<file path="src/hdl/csem_pkg.sv">
// Shared constants, codes and types of the counting semaphore table.
package csem_pkg;

    // Table sizes
    localparam int NUM_SEMS    = 64;
    localparam int NUM_WAITERS = 64;

    localparam int SEM_W    = (NUM_SEMS > 1) ? $clog2(NUM_SEMS) : 1;
    localparam int NODE_W   = (NUM_WAITERS > 1) ? $clog2(NUM_WAITERS) : 1;
    localparam int SDEPTH_W = $clog2(NUM_SEMS + 1);
    localparam int WDEPTH_W = $clog2(NUM_WAITERS + 1);

    // Field widths
    localparam int TYPE_W = 3;
    localparam int VAL_W  = 16;
    localparam int ID_W   = 16;

    // Stream word layout
    localparam int IN_BITS    = SEM_W + VAL_W + ID_W;
    localparam int IN_DATA_W  = ((IN_BITS + 7) / 8) * 8;
    localparam int OUT_DATA_W = ID_W + VAL_W;

    // Reply queue holds the two words of a wake-up pair
    localparam int Q_DEPTH = 2;

    // Request codes
    typedef logic [TYPE_W-1:0] req_code_t;
    localparam req_code_t REQ_ALLOC   = 3'd0;
    localparam req_code_t REQ_FREE    = 3'd1;
    localparam req_code_t REQ_WAIT    = 3'd2;
    localparam req_code_t REQ_TRYWAIT = 3'd3;
    localparam req_code_t REQ_POST    = 3'd4;
    localparam req_code_t REQ_GET     = 3'd5;

    // Commands from the controller to the datapath
    typedef struct packed {
        logic load;
        logic exec;
        logic fetch;
        logic wake;
    } ctrl_cmd_t;

    // Status back to the controller
    typedef struct packed {
        logic needs_wake;
        logic room;
    } ctrl_sts_t;

    // One reply word
    typedef struct packed {
        logic [ID_W-1:0]  reply_to;
        logic [VAL_W-1:0] reply_value;
        logic             failed;
        logic             last;
    } result_t;

    // Replies handed to the output queue at once
    typedef struct packed {
        logic [1:0] n;
        result_t    first;
        result_t    second;
    } push_t;

    // Waiter node contents
    typedef struct packed {
        logic [ID_W-1:0]   who;
        logic [NODE_W-1:0] next;
        logic              next_valid;
    } node_t;

endpackage

</file>
<file path="src/hdl/csem_ctrl.sv">
// Request sequencer: accepts a word, runs the table update, waits for queue room.
module csem_ctrl (
    input  logic                aclk,
    input  logic                aresetn,
    input  logic                s_axis_tvalid,
    output logic                s_axis_tready,
    input  csem_pkg::ctrl_sts_t sts,
    output csem_pkg::ctrl_cmd_t cmd
);
    import csem_pkg::*;

    typedef enum logic [1:0] {ST_IDLE, ST_EXEC, ST_WAKE} state_t;

    state_t state_reg;
    state_t state_next;

    // Next state
    always_comb begin
        state_next = state_reg;
        unique case (state_reg)
            ST_IDLE: begin
                if (s_axis_tvalid) begin
                    state_next = ST_EXEC;
                end
            end
            ST_EXEC: begin
                if (sts.needs_wake) begin
                    state_next = ST_WAKE;
                end else if (sts.room) begin
                    state_next = ST_IDLE;
                end
            end
            ST_WAKE: begin
                if (sts.room) begin
                    state_next = ST_IDLE;
                end
            end
            default: state_next = ST_IDLE;
        endcase
    end

    // Commands
    always_comb begin
        s_axis_tready = (state_reg == ST_IDLE);
        cmd.load      = (state_reg == ST_IDLE) && s_axis_tvalid;
        cmd.exec      = (state_reg == ST_EXEC) && !sts.needs_wake && sts.room;
        cmd.fetch     = (state_reg == ST_EXEC) && sts.needs_wake;
        cmd.wake      = (state_reg == ST_WAKE) && sts.room;
    end

    // Hold state
    always_ff @(posedge aclk) begin
        if (!aresetn) begin
            state_reg <= ST_IDLE;
        end else begin
            state_reg <= state_next;
        end
    end

endmodule

</file>
<file path="src/hdl/csem_dp.sv">
// Semaphore tables, free stacks, waiter pool and the per-request update logic.
module csem_dp (
    input  logic                                aclk,
    input  logic                                aresetn,
    input  csem_pkg::ctrl_cmd_t                 cmd,
    input  logic [csem_pkg::TYPE_W-1:0]         in_type,
    input  logic [csem_pkg::SEM_W-1:0]          in_idx,
    input  logic [csem_pkg::VAL_W-1:0]          in_init,
    input  logic [csem_pkg::ID_W-1:0]           in_who,
    output logic                                needs_wake,
    output csem_pkg::push_t                     push
);
    import csem_pkg::*;

    // Captured request
    req_code_t         type_reg;
    logic [SEM_W-1:0]  idx_reg;
    logic [VAL_W-1:0]  init_reg;
    logic [ID_W-1:0]   who_reg;

    // Control state
    logic [SDEPTH_W-1:0]    fs_depth_reg;
    logic [WDEPTH_W-1:0]    fw_depth_reg;
    logic [NUM_SEMS-1:0]    alloc_reg;
    logic [NUM_SEMS-1:0]    head_vld_reg;
    logic [NUM_SEMS-1:0]    cnt_vld_reg;
    logic [NUM_SEMS-1:0]    fstk_vld_reg;
    logic [NUM_WAITERS-1:0] wstk_vld_reg;

    // Memories
    logic [VAL_W-1:0]  cnt_mem  [NUM_SEMS];
    logic [NODE_W-1:0] head_mem [NUM_SEMS];
    logic [SEM_W-1:0]  fstk_mem [NUM_SEMS];
    logic [NODE_W-1:0] wstk_mem [NUM_WAITERS];
    node_t             node_mem [NUM_WAITERS];

    // Registered read data
    logic [VAL_W-1:0]  cnt_rd_reg;
    logic [NODE_W-1:0] head_rd_reg;
    logic [SEM_W-1:0]  fstk_rd_reg;
    logic [NODE_W-1:0] wstk_rd_reg;
    node_t             node_rd_reg;

    // Write ports
    logic              cnt_we;
    logic [SEM_W-1:0]  cnt_wa;
    logic [VAL_W-1:0]  cnt_wd;
    logic              head_we;
    logic [NODE_W-1:0] head_wd;
    logic              fstk_we;
    logic              wstk_we;
    logic [NODE_W-1:0] wstk_wd;
    logic              node_we;
    logic              alloc_we;
    logic [SEM_W-1:0]  alloc_wa;
    logic              alloc_wd;
    logic              hv_we;
    logic [SEM_W-1:0]  hv_wa;
    logic              hv_wd;
    logic              fs_inc;
    logic              fs_dec;
    logic              fw_inc;
    logic              fw_dec;

    // Derived values
    logic [SEM_W-1:0]  fs_top;
    logic [SEM_W-1:0]  fs_slot;
    logic [NODE_W-1:0] fw_top;
    logic [NODE_W-1:0] fw_slot;
    logic [VAL_W-1:0]  cnt_cur;
    logic [SEM_W-1:0]  fstk_cur;
    logic [NODE_W-1:0] wstk_cur;
    logic              idx_ok;
    logic              type_ok;

    assign fs_top   = SEM_W'(fs_depth_reg - 1'b1);
    assign fs_slot  = SEM_W'(fs_depth_reg);
    assign fw_top   = NODE_W'(fw_depth_reg - 1'b1);
    assign fw_slot  = NODE_W'(fw_depth_reg);
    assign cnt_cur  = cnt_vld_reg[idx_reg] ? cnt_rd_reg : '0;
    assign fstk_cur = fstk_vld_reg[fs_top] ? fstk_rd_reg
                                           : SEM_W'(NUM_SEMS - 1) - fs_top;
    assign wstk_cur = wstk_vld_reg[fw_top] ? wstk_rd_reg
                                           : NODE_W'(NUM_WAITERS - 1) - fw_top;
    assign idx_ok   = (32'(idx_reg) < NUM_SEMS);
    assign type_ok  = (type_reg <= REQ_GET);

    assign needs_wake = (type_reg == REQ_POST) && idx_ok && head_vld_reg[idx_reg];

    // Decide the table updates and the replies
    always_comb begin
        cnt_we   = 1'b0;
        cnt_wa   = idx_reg;
        cnt_wd   = '0;
        head_we  = 1'b0;
        head_wd  = wstk_cur;
        fstk_we  = 1'b0;
        wstk_we  = 1'b0;
        wstk_wd  = head_rd_reg;
        node_we  = 1'b0;
        alloc_we = 1'b0;
        alloc_wa = idx_reg;
        alloc_wd = 1'b0;
        hv_we    = 1'b0;
        hv_wa    = idx_reg;
        hv_wd    = 1'b0;
        fs_inc   = 1'b0;
        fs_dec   = 1'b0;
        fw_inc   = 1'b0;
        fw_dec   = 1'b0;

        push.n                  = 2'd0;
        push.first.reply_to     = who_reg;
        push.first.reply_value  = '0;
        push.first.failed       = 1'b1;
        push.first.last         = 1'b1;
        push.second.reply_to    = who_reg;
        push.second.reply_value = '0;
        push.second.failed      = 1'b0;
        push.second.last        = 1'b1;

        if (cmd.exec) begin
            push.n = 2'd1;
            priority if (type_reg == REQ_ALLOC) begin
                // Pop a free entry and set it up
                if (fs_depth_reg != '0) begin
                    fs_dec                 = 1'b1;
                    cnt_we                 = 1'b1;
                    cnt_wa                 = fstk_cur;
                    cnt_wd                 = init_reg;
                    alloc_we               = 1'b1;
                    alloc_wa               = fstk_cur;
                    alloc_wd               = 1'b1;
                    hv_we                  = 1'b1;
                    hv_wa                  = fstk_cur;
                    hv_wd                  = 1'b0;
                    push.first.reply_value = VAL_W'(fstk_cur);
                    push.first.failed      = 1'b0;
                end
            end else if (!type_ok || !idx_ok) begin
                push.first.failed = 1'b1;
            end else begin
                unique case (type_reg)
                    REQ_FREE: begin
                        // Push the entry back when it is idle
                        if (alloc_reg[idx_reg] && !head_vld_reg[idx_reg] &&
                            fs_depth_reg < SDEPTH_W'(NUM_SEMS)) begin
                            alloc_we          = 1'b1;
                            alloc_wd          = 1'b0;
                            fstk_we           = 1'b1;
                            fs_inc            = 1'b1;
                            push.first.failed = 1'b0;
                        end
                    end
                    REQ_WAIT, REQ_TRYWAIT: begin
                        if (cnt_cur != '0) begin
                            cnt_we            = 1'b1;
                            cnt_wd            = cnt_cur - 1'b1;
                            push.first.failed = 1'b0;
                        end else if (type_reg == REQ_WAIT && fw_depth_reg != '0) begin
                            // Block: link a pool node in front of the list
                            fw_dec  = 1'b1;
                            node_we = 1'b1;
                            head_we = 1'b1;
                            head_wd = wstk_cur;
                            hv_we   = 1'b1;
                            hv_wd   = 1'b1;
                            push.n  = 2'd0;
                        end
                    end
                    REQ_POST: begin
                        cnt_we            = 1'b1;
                        cnt_wd            = cnt_cur + 1'b1;
                        push.first.failed = 1'b0;
                    end
                    REQ_GET: begin
                        push.first.reply_value = cnt_cur;
                        push.first.failed      = 1'b0;
                    end
                    default: push.first.failed = 1'b1;
                endcase
            end
        end else if (cmd.wake) begin
            // Unlink the newest waiter and return its node
            head_we = 1'b1;
            head_wd = node_rd_reg.next;
            hv_we   = 1'b1;
            hv_wd   = node_rd_reg.next_valid;
            if (fw_depth_reg < WDEPTH_W'(NUM_WAITERS)) begin
                wstk_we = 1'b1;
                fw_inc  = 1'b1;
            end
            push.n                 = 2'd2;
            push.first.reply_to    = node_rd_reg.who;
            push.first.reply_value = '0;
            push.first.failed      = 1'b0;
            push.first.last        = 1'b0;
        end
    end

    // Capture the request
    always_ff @(posedge aclk) begin
        if (cmd.load) begin
            type_reg <= in_type;
            idx_reg  <= in_idx;
            init_reg <= in_init;
            who_reg  <= in_who;
        end
    end

    // Memory reads and writes
    always_ff @(posedge aclk) begin
        if (cmd.load) begin
            cnt_rd_reg  <= cnt_mem[in_idx];
            head_rd_reg <= head_mem[in_idx];
            fstk_rd_reg <= fstk_mem[fs_top];
            wstk_rd_reg <= wstk_mem[fw_top];
        end
        if (cmd.fetch) begin
            node_rd_reg <= node_mem[head_rd_reg];
        end
        if (cnt_we) begin
            cnt_mem[cnt_wa] <= cnt_wd;
        end
        if (head_we) begin
            head_mem[idx_reg] <= head_wd;
        end
        if (fstk_we) begin
            fstk_mem[fs_slot] <= idx_reg;
        end
        if (wstk_we) begin
            wstk_mem[fw_slot] <= wstk_wd;
        end
        if (node_we) begin
            node_mem[wstk_cur] <= '{who: who_reg, next: head_rd_reg,
                                    next_valid: head_vld_reg[idx_reg]};
        end
    end

    // Valid bits, flags and stack depths
    always_ff @(posedge aclk) begin
        if (!aresetn) begin
            fs_depth_reg <= SDEPTH_W'(NUM_SEMS);
            fw_depth_reg <= WDEPTH_W'(NUM_WAITERS);
            alloc_reg    <= '0;
            head_vld_reg <= '0;
            cnt_vld_reg  <= '0;
            fstk_vld_reg <= '0;
            wstk_vld_reg <= '0;
        end else begin
            if (fs_inc) begin
                fs_depth_reg <= fs_depth_reg + 1'b1;
            end else if (fs_dec) begin
                fs_depth_reg <= fs_depth_reg - 1'b1;
            end
            if (fw_inc) begin
                fw_depth_reg <= fw_depth_reg + 1'b1;
            end else if (fw_dec) begin
                fw_depth_reg <= fw_depth_reg - 1'b1;
            end
            if (alloc_we) begin
                alloc_reg[alloc_wa] <= alloc_wd;
            end
            if (hv_we) begin
                head_vld_reg[hv_wa] <= hv_wd;
            end
            if (cnt_we) begin
                cnt_vld_reg[cnt_wa] <= 1'b1;
            end
            if (fstk_we) begin
                fstk_vld_reg[fs_slot] <= 1'b1;
            end
            if (wstk_we) begin
                wstk_vld_reg[fw_slot] <= 1'b1;
            end
        end
    end

endmodule

</file>
<file path="src/hdl/csem_outq.sv">
// Two-word reply queue between the table update and the output stream.
module csem_outq (
    input  logic              aclk,
    input  logic              aresetn,
    input  csem_pkg::push_t   push,
    output logic              room,
    output logic              m_axis_tvalid,
    input  logic              m_axis_tready,
    output csem_pkg::result_t head_word
);
    import csem_pkg::*;

    result_t    q_reg [Q_DEPTH];
    logic       rd_ptr_reg;
    logic [1:0] cnt_reg;
    logic       wr0;
    logic       wr1;
    logic       pop;

    assign wr0           = rd_ptr_reg ^ cnt_reg[0];
    assign wr1           = ~wr0;
    assign pop           = m_axis_tvalid && m_axis_tready;
    assign room          = (cnt_reg == 2'd0);
    assign m_axis_tvalid = (cnt_reg != 2'd0);
    assign head_word     = q_reg[rd_ptr_reg];

    // Store pushed words
    always_ff @(posedge aclk) begin
        if (push.n != 2'd0) begin
            q_reg[wr0] <= push.first;
        end
        if (push.n == 2'd2) begin
            q_reg[wr1] <= push.second;
        end
    end

    // Advance pointer and fill count
    always_ff @(posedge aclk) begin
        if (!aresetn) begin
            rd_ptr_reg <= 1'b0;
            cnt_reg    <= 2'd0;
        end else begin
            cnt_reg <= cnt_reg + push.n - {1'b0, pop};
            if (pop) begin
                rd_ptr_reg <= ~rd_ptr_reg;
            end
        end
    end

endmodule

</file>
<file path="src/hdl/counting_semaphore_table.sv">
// Top level of the counting semaphore table: controller, datapath and reply queue.
//
// One request word is taken at a time. The idle state accepts it and reads
// the count, waiter-head and free-stack tables (registered read ports); the
// execute state decides and writes back. A post that wakes a waiter also
// passes through the wake state, because the waiter node is read from the
// pool only once the head of the list is known. Replies go into a two-word
// queue, so a new request is taken while earlier replies wait on the output;
// the write-back holds until that queue has drained. A blocked wait gives no
// reply; a post with waiters gives the wake-up word (tlast low) followed by
// the poster's reply. Reset needs no clearing pass: every table that has a
// reset value carries a valid bit per entry.
module counting_semaphore_table (
    input  logic                               aclk,
    input  logic                               aresetn,
    input  logic                               s_axis_tvalid,
    output logic                               s_axis_tready,
    // sem_index, init_value, requester_id, zero padding
    input  logic [csem_pkg::IN_DATA_W-1:0]     s_axis_tdata,
    // req_type
    input  logic [csem_pkg::TYPE_W-1:0]        s_axis_tuser,
    output logic                               m_axis_tvalid,
    input  logic                               m_axis_tready,
    // reply_to, reply_value
    output logic [csem_pkg::OUT_DATA_W-1:0]    m_axis_tdata,
    // failed
    output logic                               m_axis_tuser,
    output logic                               m_axis_tlast
);
    import csem_pkg::*;

    ctrl_cmd_t cmd;
    ctrl_sts_t sts;
    push_t     push;
    result_t   head_word;
    logic      needs_wake;
    logic      room;

    assign sts.needs_wake = needs_wake;
    assign sts.room       = room;

    csem_ctrl u_ctrl (
        .aclk          (aclk),
        .aresetn       (aresetn),
        .s_axis_tvalid (s_axis_tvalid),
        .s_axis_tready (s_axis_tready),
        .sts           (sts),
        .cmd           (cmd)
    );

    csem_dp u_dp (
        .aclk       (aclk),
        .aresetn    (aresetn),
        .cmd        (cmd),
        .in_type    (s_axis_tuser),
        .in_idx     (s_axis_tdata[SEM_W-1:0]),
        .in_init    (s_axis_tdata[SEM_W +: VAL_W]),
        .in_who     (s_axis_tdata[SEM_W+VAL_W +: ID_W]),
        .needs_wake (needs_wake),
        .push       (push)
    );

    csem_outq u_outq (
        .aclk          (aclk),
        .aresetn       (aresetn),
        .push          (push),
        .room          (room),
        .m_axis_tvalid (m_axis_tvalid),
        .m_axis_tready (m_axis_tready),
        .head_word     (head_word)
    );

    // Pack the reply word
    assign m_axis_tdata = {head_word.reply_value, head_word.reply_to};
    assign m_axis_tuser = head_word.failed;
    assign m_axis_tlast = head_word.last;

endmodule

</file>
<file path="config.mk">
export PLATFORM = sky130hd
export DESIGN_NAME = counting_semaphore_table
export DESIGN_NICKNAME = d
export VERILOG_FILES = /design/src/hdl/csem_pkg.sv /design/src/hdl/csem_ctrl.sv /design/src/hdl/csem_dp.sv /design/src/hdl/csem_outq.sv /design/src/hdl/counting_semaphore_table.sv
export SDC_FILE = /design/constraint.sdc
export NUM_CORES = 2
export LEC_CHECK = 0
export CAP_MARGIN = 25
export CORE_MARGIN = 1
export CORE_UTILIZATION = 25
export DETAILED_ROUTE_END_ITERATION = 8
export DONT_BUFFER_PORTS = 1
export GPL_TIMING_DRIVEN = 1
export PLACE_DENSITY = 0.48
export SYNTH_ARGS = -nofsm -noshare
export SYNTH_HDL_FRONTEND = slang
export SYNTH_SLANG_ARGS = --single-unit
</file>
<file path="constraint.sdc">
create_clock -name aclk -period 26.5 [get_ports aclk]
set_input_delay 1.325 -clock aclk [delete_from_list [all_inputs] [get_ports aclk]]
set_output_delay 1.325 -clock aclk [all_outputs]
set_load 0.01 [all_outputs]
</file>
# Yosys cells after proc, flatten, opt, wreduce, memory -nomap -nowiden
# Memory sizes are Yosys's and may differ from the RTL's. A register that Yosys moved wholly into a read port is not among the register bits.
# Cells that the tools add are included.
# totals
wordCells,188
n_memories,6
regBits,380
in_bits,47
ramBits,3716
# mem_list
name,depth,width,read_ports,rd_clocked_by_memory_dff,wr,line_no,rtl
u_dp.node_mem,64,23,1,1,1,csem_dp.sv:35,node_t node_mem [NUM_WAITERS];
u_dp.cnt_mem,64,16,1,1,1,csem_dp.sv:31,logic [VAL_W-1:0] cnt_mem [NUM_SEMS];
u_dp.fstk_mem,64,6,1,1,1,csem_dp.sv:33,logic [SEM_W-1:0] fstk_mem [NUM_SEMS];
u_dp.head_mem,64,6,1,1,1,csem_dp.sv:32,logic [NODE_W-1:0] head_mem [NUM_SEMS];
u_dp.wstk_mem,64,6,1,1,1,csem_dp.sv:34,logic [NODE_W-1:0] wstk_mem [NUM_WAITERS];
u_outq.q_reg,2,34,1,1,2,csem_outq.sv:13,result_t q_reg [Q_DEPTH];
# classes
reduce_logical,27
order_cmp,12
n_mux,104
n_bitwise,6
eq_ne,9
n_addsub,10
# op_table
op,n
bitwise OR 64 bit,3
two-way mux 16 bit,9
bitwise mux 64 bit,2
two-way mux 1 bit,58
< comparator 6 x 7 -> 1 bit (second input constant),6
two-way mux 6 bit,7
two-way mux 36 bit,1
two-way mux 7 bit,5
two-way mux 17 bit,2
one-hot mux 16 bit (2 select lines),1
binary-select mux 1 bit (select 6 bit),5
demux 1 bit (select 6 bit),3
>= comparator 6 x 1 -> 1 bit (second input constant),3
adder 16 x 1 -> 16 bit (second input constant),1
two-way mux 2 bit,8
nonzero test 16 bit,1
subtractor 16 x 1 -> 16 bit (second input constant),1
adder 7 x 1 -> 7 bit (second input constant),2
< comparator 7 bit (second input constant),2
nonzero test 7 bit,2
subtractor 7 x 1 -> 7 bit (second input constant),2
logical AND 1 bit,13
subtractor 6 bit (first input constant),2
nonzero test 2 bit,4
other kinds (18),25

# Depth between registers and ports, before layout
# logic_depth
word_depth,12
depth_mapped,23

# Cells and area by module
# Synthesis repeated with hierarchy kept, for this count alone.
# hier_totals
cells_unflattened,7791
hier_area_um2,163240.3
# by_module_without_submodules
mod,instances,seq_area_each_um2,cells_per_inst,area_per_inst_um2
csem_dp,1,119174.3,7571,159505.5
csem_outq,1,2122.0,207,3611.0
csem_ctrl,1,40.0,13,123.9

# Worst setup path before layout
# OpenSTA, ideal clock, no wires.
# synth_path
kind,register to register
start,reg u_dp.idx_reg[0]
end,mem u_dp.cnt_mem[0][0] (data pin)
period_less_slack_ns,9.101
t_arrival_ns,8.195
path_buffers,6
stages_incl_launch_ff,22
setup_ns,0.906
t_required_ns,25.594
setup_slack_ns,17.399
cell_sequence,edfxtp_1 > buf_6 > buf_6 > buf_2 > buf_2 > mux2i_1 > a22o_1 > nor3_1 > nor4_2 > nand2_1 > clkbuf_1 > nand2_1 > ha_1 > nor4b_1 > nand2_1 > nor2_1 > nand2_1 > nand2_1 > a21oi_1 > clkbuf_1 > nor2_1 > o41ai_1
# synth_between
elab_chain_cells,9
elab_cells_between_ends,17
# synth_lines
element,line_no,rtl
from (decl),csem_dp.sv:17,logic [SEM_W-1:0] idx_reg;
from (signal assigned),csem_dp.sv:205,idx_reg <= in_idx;
binary-select mux 1 bit (select 6 bit),csem_dp.sv:80,assign cnt_cur = cnt_vld_reg[idx_reg] ? cnt_rd_reg : '0;
two-way mux 1 bit (implied by the code),csem_dp.sv:80,
two-way mux 16 bit,csem_dp.sv:80,
subtractor 16 x 1 -> 16 bit / nonzero test 16 bit (equally long branches),"csem_dp.sv:158, csem_dp.sv:156",
two-way mux 16 bit,csem_dp.sv:156,if (cnt_cur != '0) begin
one-hot mux 16 bit (2 select lines),csem_dp.sv:143,unique case (type_reg)
two-way mux 16 bit,csem_dp.sv:140,end else if (!type_ok || !idx_ok) begin
two-way mux 16 bit,csem_dp.sv:124,priority if (type_reg == REQ_ALLOC) begin
two-way mux 16 bit *,csem_dp.sv:122,if (cmd.exec) begin
net u_dp.cnt_wd[0],csem_dp.sv:47,logic [VAL_W-1:0] cnt_wd;
to (decl),csem_dp.sv:31,
# Mark *: on every way through the listed nets, which the timed path passes. The rest lies on a longest branch. The select of a mux whose other input is x is not followed.

# Worst setup path in the final report
# layout_path
start,reg u_dp.idx_reg[0]
end,mem u_dp.head_mem[53][0] (netlist name) (enable)
# layout_between
elab_chain_cells,11
elab_cells_between_ends,17
# layout_lines
element,line_no,rtl
binary-select mux 1 bit (select 6 bit),csem_dp.sv:80,
two-way mux 1 bit (implied by the code),csem_dp.sv:80,
two-way mux 16 bit,csem_dp.sv:80,
nonzero test 16 bit,csem_dp.sv:156,
two-way mux 1 bit,csem_dp.sv:156,
two-way mux 1 bit,csem_dp.sv:143,
two-way mux 1 bit,csem_dp.sv:140,
two-way mux 1 bit,csem_dp.sv:124,
two-way mux 1 bit,csem_dp.sv:122,
two-way mux 1 bit,csem_dp.sv:225,if (head_we) begin
two-way mux 1 bit (implied by the code),csem_dp.sv:226,head_mem[idx_reg] <= head_wd;
to (decl),csem_dp.sv:32,
# Several ways; a longest one is shown, not always the timed one. The select of a mux whose other input is x is not followed.

==> flow_metrics.tcl <==
set metrics [dict create \
    ant_nets 0 \
    reg.largest.list "u_dp.node_mem x1472, u_dp.cnt_mem x1024" \
    ios 83 \
    multi_input_area_um2 40100 \
    synth_edf_count 3778 \
    insertion_delay_ns 1.05 \
    clock-sinks 4154 \
    worstHoldStart "s_axis_tdata[19]" \
    clockRootBuffer "clkbuf_16" \
    crit_chain "buf_4, mux4_2, nand2_1, a21boi_0, o31ai_1, nand2_1, nand2_1, ha_1, nor4b_1, nand2_1, nor2_1, nand2_1, a21oi_2, nand3_1, buf_4, a21oi_1, nand3_1, nor2_1" \
    seqPwrFrac 0.505 \
    synthArstFlopShare 0 \
    rrSetupSlack_ns 17.78 \
    grt_use_total 0.127 \
    synth_area_leaders "edfxtp_1 (70%), mux4_2 (17%), dfxtp_1 (4.6%)" \
    fin_crit_ns 8.72 \
    htreeDepth 5 \
    wl_per_cell_um 25.1 \
    yosysSeqAreaShare 0.747 \
    maxSlewHeadroom -0.262 \
    start_util 0.251 \
    vias_per_cell 4.61 \
    placed_area_um2 174000 \
    finalCritPeriodShare 0.329 \
    die-area_um2 651000 \
    crit_family "simple AND/OR/NAND/NOR gates" \
    areaGrowthSynthToFinish_pct 16.5 \
    numPortBuffers 0 \
    cts.reportedPaths.clkPinSlew_ns 0.06 \
    overflow 0 \
    timing.rr.end "u_dp.head_mem[53][0]" \
    vdd_drop_max_mv 0.0652 \
    largest_register_ffs 1472 \
    leakagePower_nw 56.0 \
    drcViolationCount 0 \
    drive_gt1_frac 0.291 \
    die_width_um 807 \
    synth_top_area_frac 0.700 \
    yosysWarnings 0 \
    cts_tree "built" \
    cellInternalPower_mw 11.1 \
    clock_skew_ns 0.117 \
    grt_setup_unrepaired "false" \
    fmax_mhz 115 \
    use_met2 0.214 \
    r2r_start "u_dp.idx_reg[0]" \
    yosys-top-cells-count "edfxtp_1 (3778), mux4_2 (1240), nor2_1 (503)" \
    ys_types 96 \
    synth_ff_type "edfxtp_1" \
    synth_nets 7778 \
    switching_share 0.230 \
    worstMarginPinSlew_ns 1.89 \
    postCtsHoldBufs 0 \
    drtIter0Drc 7113 \
    worst-r2r-cell-count 18 \
    die_h_um 807 \
    arrival_ns 9.34 \
    crit_path_top_delay_cell "nor2_1" \
    finalSetupViolations 0 \
    max-cap-violations 0 \
    clk_path_buf_depth 4 \
    dp_hpwl_mm 252 \
    drt_wl_total_mm 424 \
    gr-usage-met3 0.0205 \
    place_ws_ns 17.86 \
    numPlacedInstances 16100 \
    grt_max_degree 354 \
    cp_common_cell "nand2_1" \
    drtPass1Iterations 5 \
    cellPowerDensity_nw_per_um2 76.6 \
    fp-row-count 295 \
    postCtsResizedCells 0 \
    outcome "complete, but fails checks" \
    slew_violations 134 \
    top_register "u_dp.node_mem" \
    met1_usage 0.172 \
    whs_path_depth 0 \
    grt_pass1_wl_mm 607 \
    clkPwrFrac 0.418 \
    seq_area_um2 121000 \
    ys_seq_elements 4154 \
    layout.nets 7982 \
    total_power_mw 14.5 \
    hold_viol 0 \
    grt_antenna_before_repair 27 \
    fin_area_um2 189000 \
    hold_class "input pin to flip-flop" \
    postCtsSetupBuffers 0 \
    start_kind "flip-flop" \
    cp-end-kind "flip-flop" \
    worstHoldEndpoint "u_dp.init_reg[13]" \
    nFillCells 62600 \
    required_ns 27.12 \
    core_area_um2 646000 \
    fin_ws_ns 17.78 \
    place_congestion 0.775 \
    violations "max-slew violations" \
    grt.busiest_layer "met2" \
    synth.avg_cell_area_um2 21.0 \
    vias 78100 \
    cts_buffers 437 \
    critPathMaxStageDelay_ns 0.84 \
    synth_most_common_cell "edfxtp_1" \
    power_switching_mw 3.33 \
    pwr-share-comb 0.077 \
    stdcell_count 16900 \
    synthCells 7722 \
    setup-tns-final_ns 0 \
    cp_max_fo 41 \
    synth_top_cell_by_area "edfxtp_1" \
    final_util 0.292 \
    cp_num_buf_inv 2 \
    syn_area_um2 162000 \
    criticalPathCategory "flip-flop to flip-flop" \
    grt_pass1_vias 81800 \
    whs_ns 0.410 \
]
## placed cells by master, fill, tap and decap left out, drive strengths merged, types with 10 or more instances in the layout
| master | count |
|---|---|
| edfxtp | 3778 |
| mux4 | 1240 |
| clkbuf | 568 |
| nor2 | 508 |
| dfxtp | 376 |
| buf | 261 |
| clkinv | 194 |
| nand2 | 162 |
| o21a | 108 |
| o21ai | 92 |
| mux2i | 91 |
| nand3 | 80 |
| nor3 | 75 |
| o311ai | 69 |
| a21oi | 67 |
| mux2 | 55 |
| a22o | 44 |
| or3 | 43 |
| nor4 | 43 |
| bufinv | 34 |
| inv | 32 |
| o41ai | 27 |
| xnor2 | 25 |
| o31ai | 23 |
| nand2b | 22 |
| o22ai | 22 |
| a221oi | 20 |
| nor2b | 19 |
| and3 | 18 |
| a22oi | 17 |
| o211ai | 16 |
| and2 | 16 |
| or2 | 14 |
| xor2 | 12 |
| diode | 11 |
| clkinvlp | 10 |
## area by class of cell
class,instances,area share
flip-flops and latches,4154,0.641
inverters,22,0.000451
clock inverters,248,0.0138
repair buffers,265,0.0133
diodes,11,0.000146
well taps,8613,0.0571
multi-input cells,3046,0.213
clock buffers,564,0.0617
## worst register-to-register path: cells and delay by family, from the launching register on
kind | cells | cell delay, ns
fa+ha+maj | 1 | 0.50
mux | 1 | 0.68
flops | 1 | 0.78
buf+inv | 2 | 0.95
simple gates | 10 | 4.04
compound gates | 4 | 1.37
## power groups by stage
stage	Clock, mW	Sequential (mW)	Combinational [mW]
floorplan	0	7.46	0.674
detailed placement	0	7.43	1.13
global placement	0	7.43	1.11
global route	6.43	7.30	1.18
finish	6.04	7.30	1.11
CTS	6.20	7.30	1.13
## per-layer routing
layer  share of wire  wire, µm
met2            0.49    208000
met3           0.053     22600
met4           0.022      9520
met1            0.43    184000
met5        0.000064        27
## cell families after synthesis
| group | synth area share |
|---|---|
| DFF | 0.747 |
| adders and majority gates | 0.000695 |
| muxes | 0.182 |
| xor gates and xnor gates | 0.00205 |
| AOI/OAI and AO/OA | 0.0271 |
| buffers and inverters | 0.0129 |
| and+or+nand+nor | 0.0288 |
## how the worst max path moves through the flow
stage,endpoint,cells after the start,slack (ns),from
floorplan,u_dp.cnt_mem[0][0],21,17.40,u_dp.idx_reg[0]
global placement,u_dp.node_mem[12][16],18,17.75,u_dp.idx_reg[0]
detailed placement,u_dp.node_mem[32][18],18,17.86,u_dp.idx_reg[0]
CTS,u_dp.node_mem[32][17],18,17.75,u_dp.idx_reg[0]
global route,u_dp.node_mem[58][15],19,17.35,u_dp.idx_reg[0]
finish,u_dp.head_mem[53][0],18,17.78,u_dp.idx_reg[0]
Power figures use the tool's default switching activity.
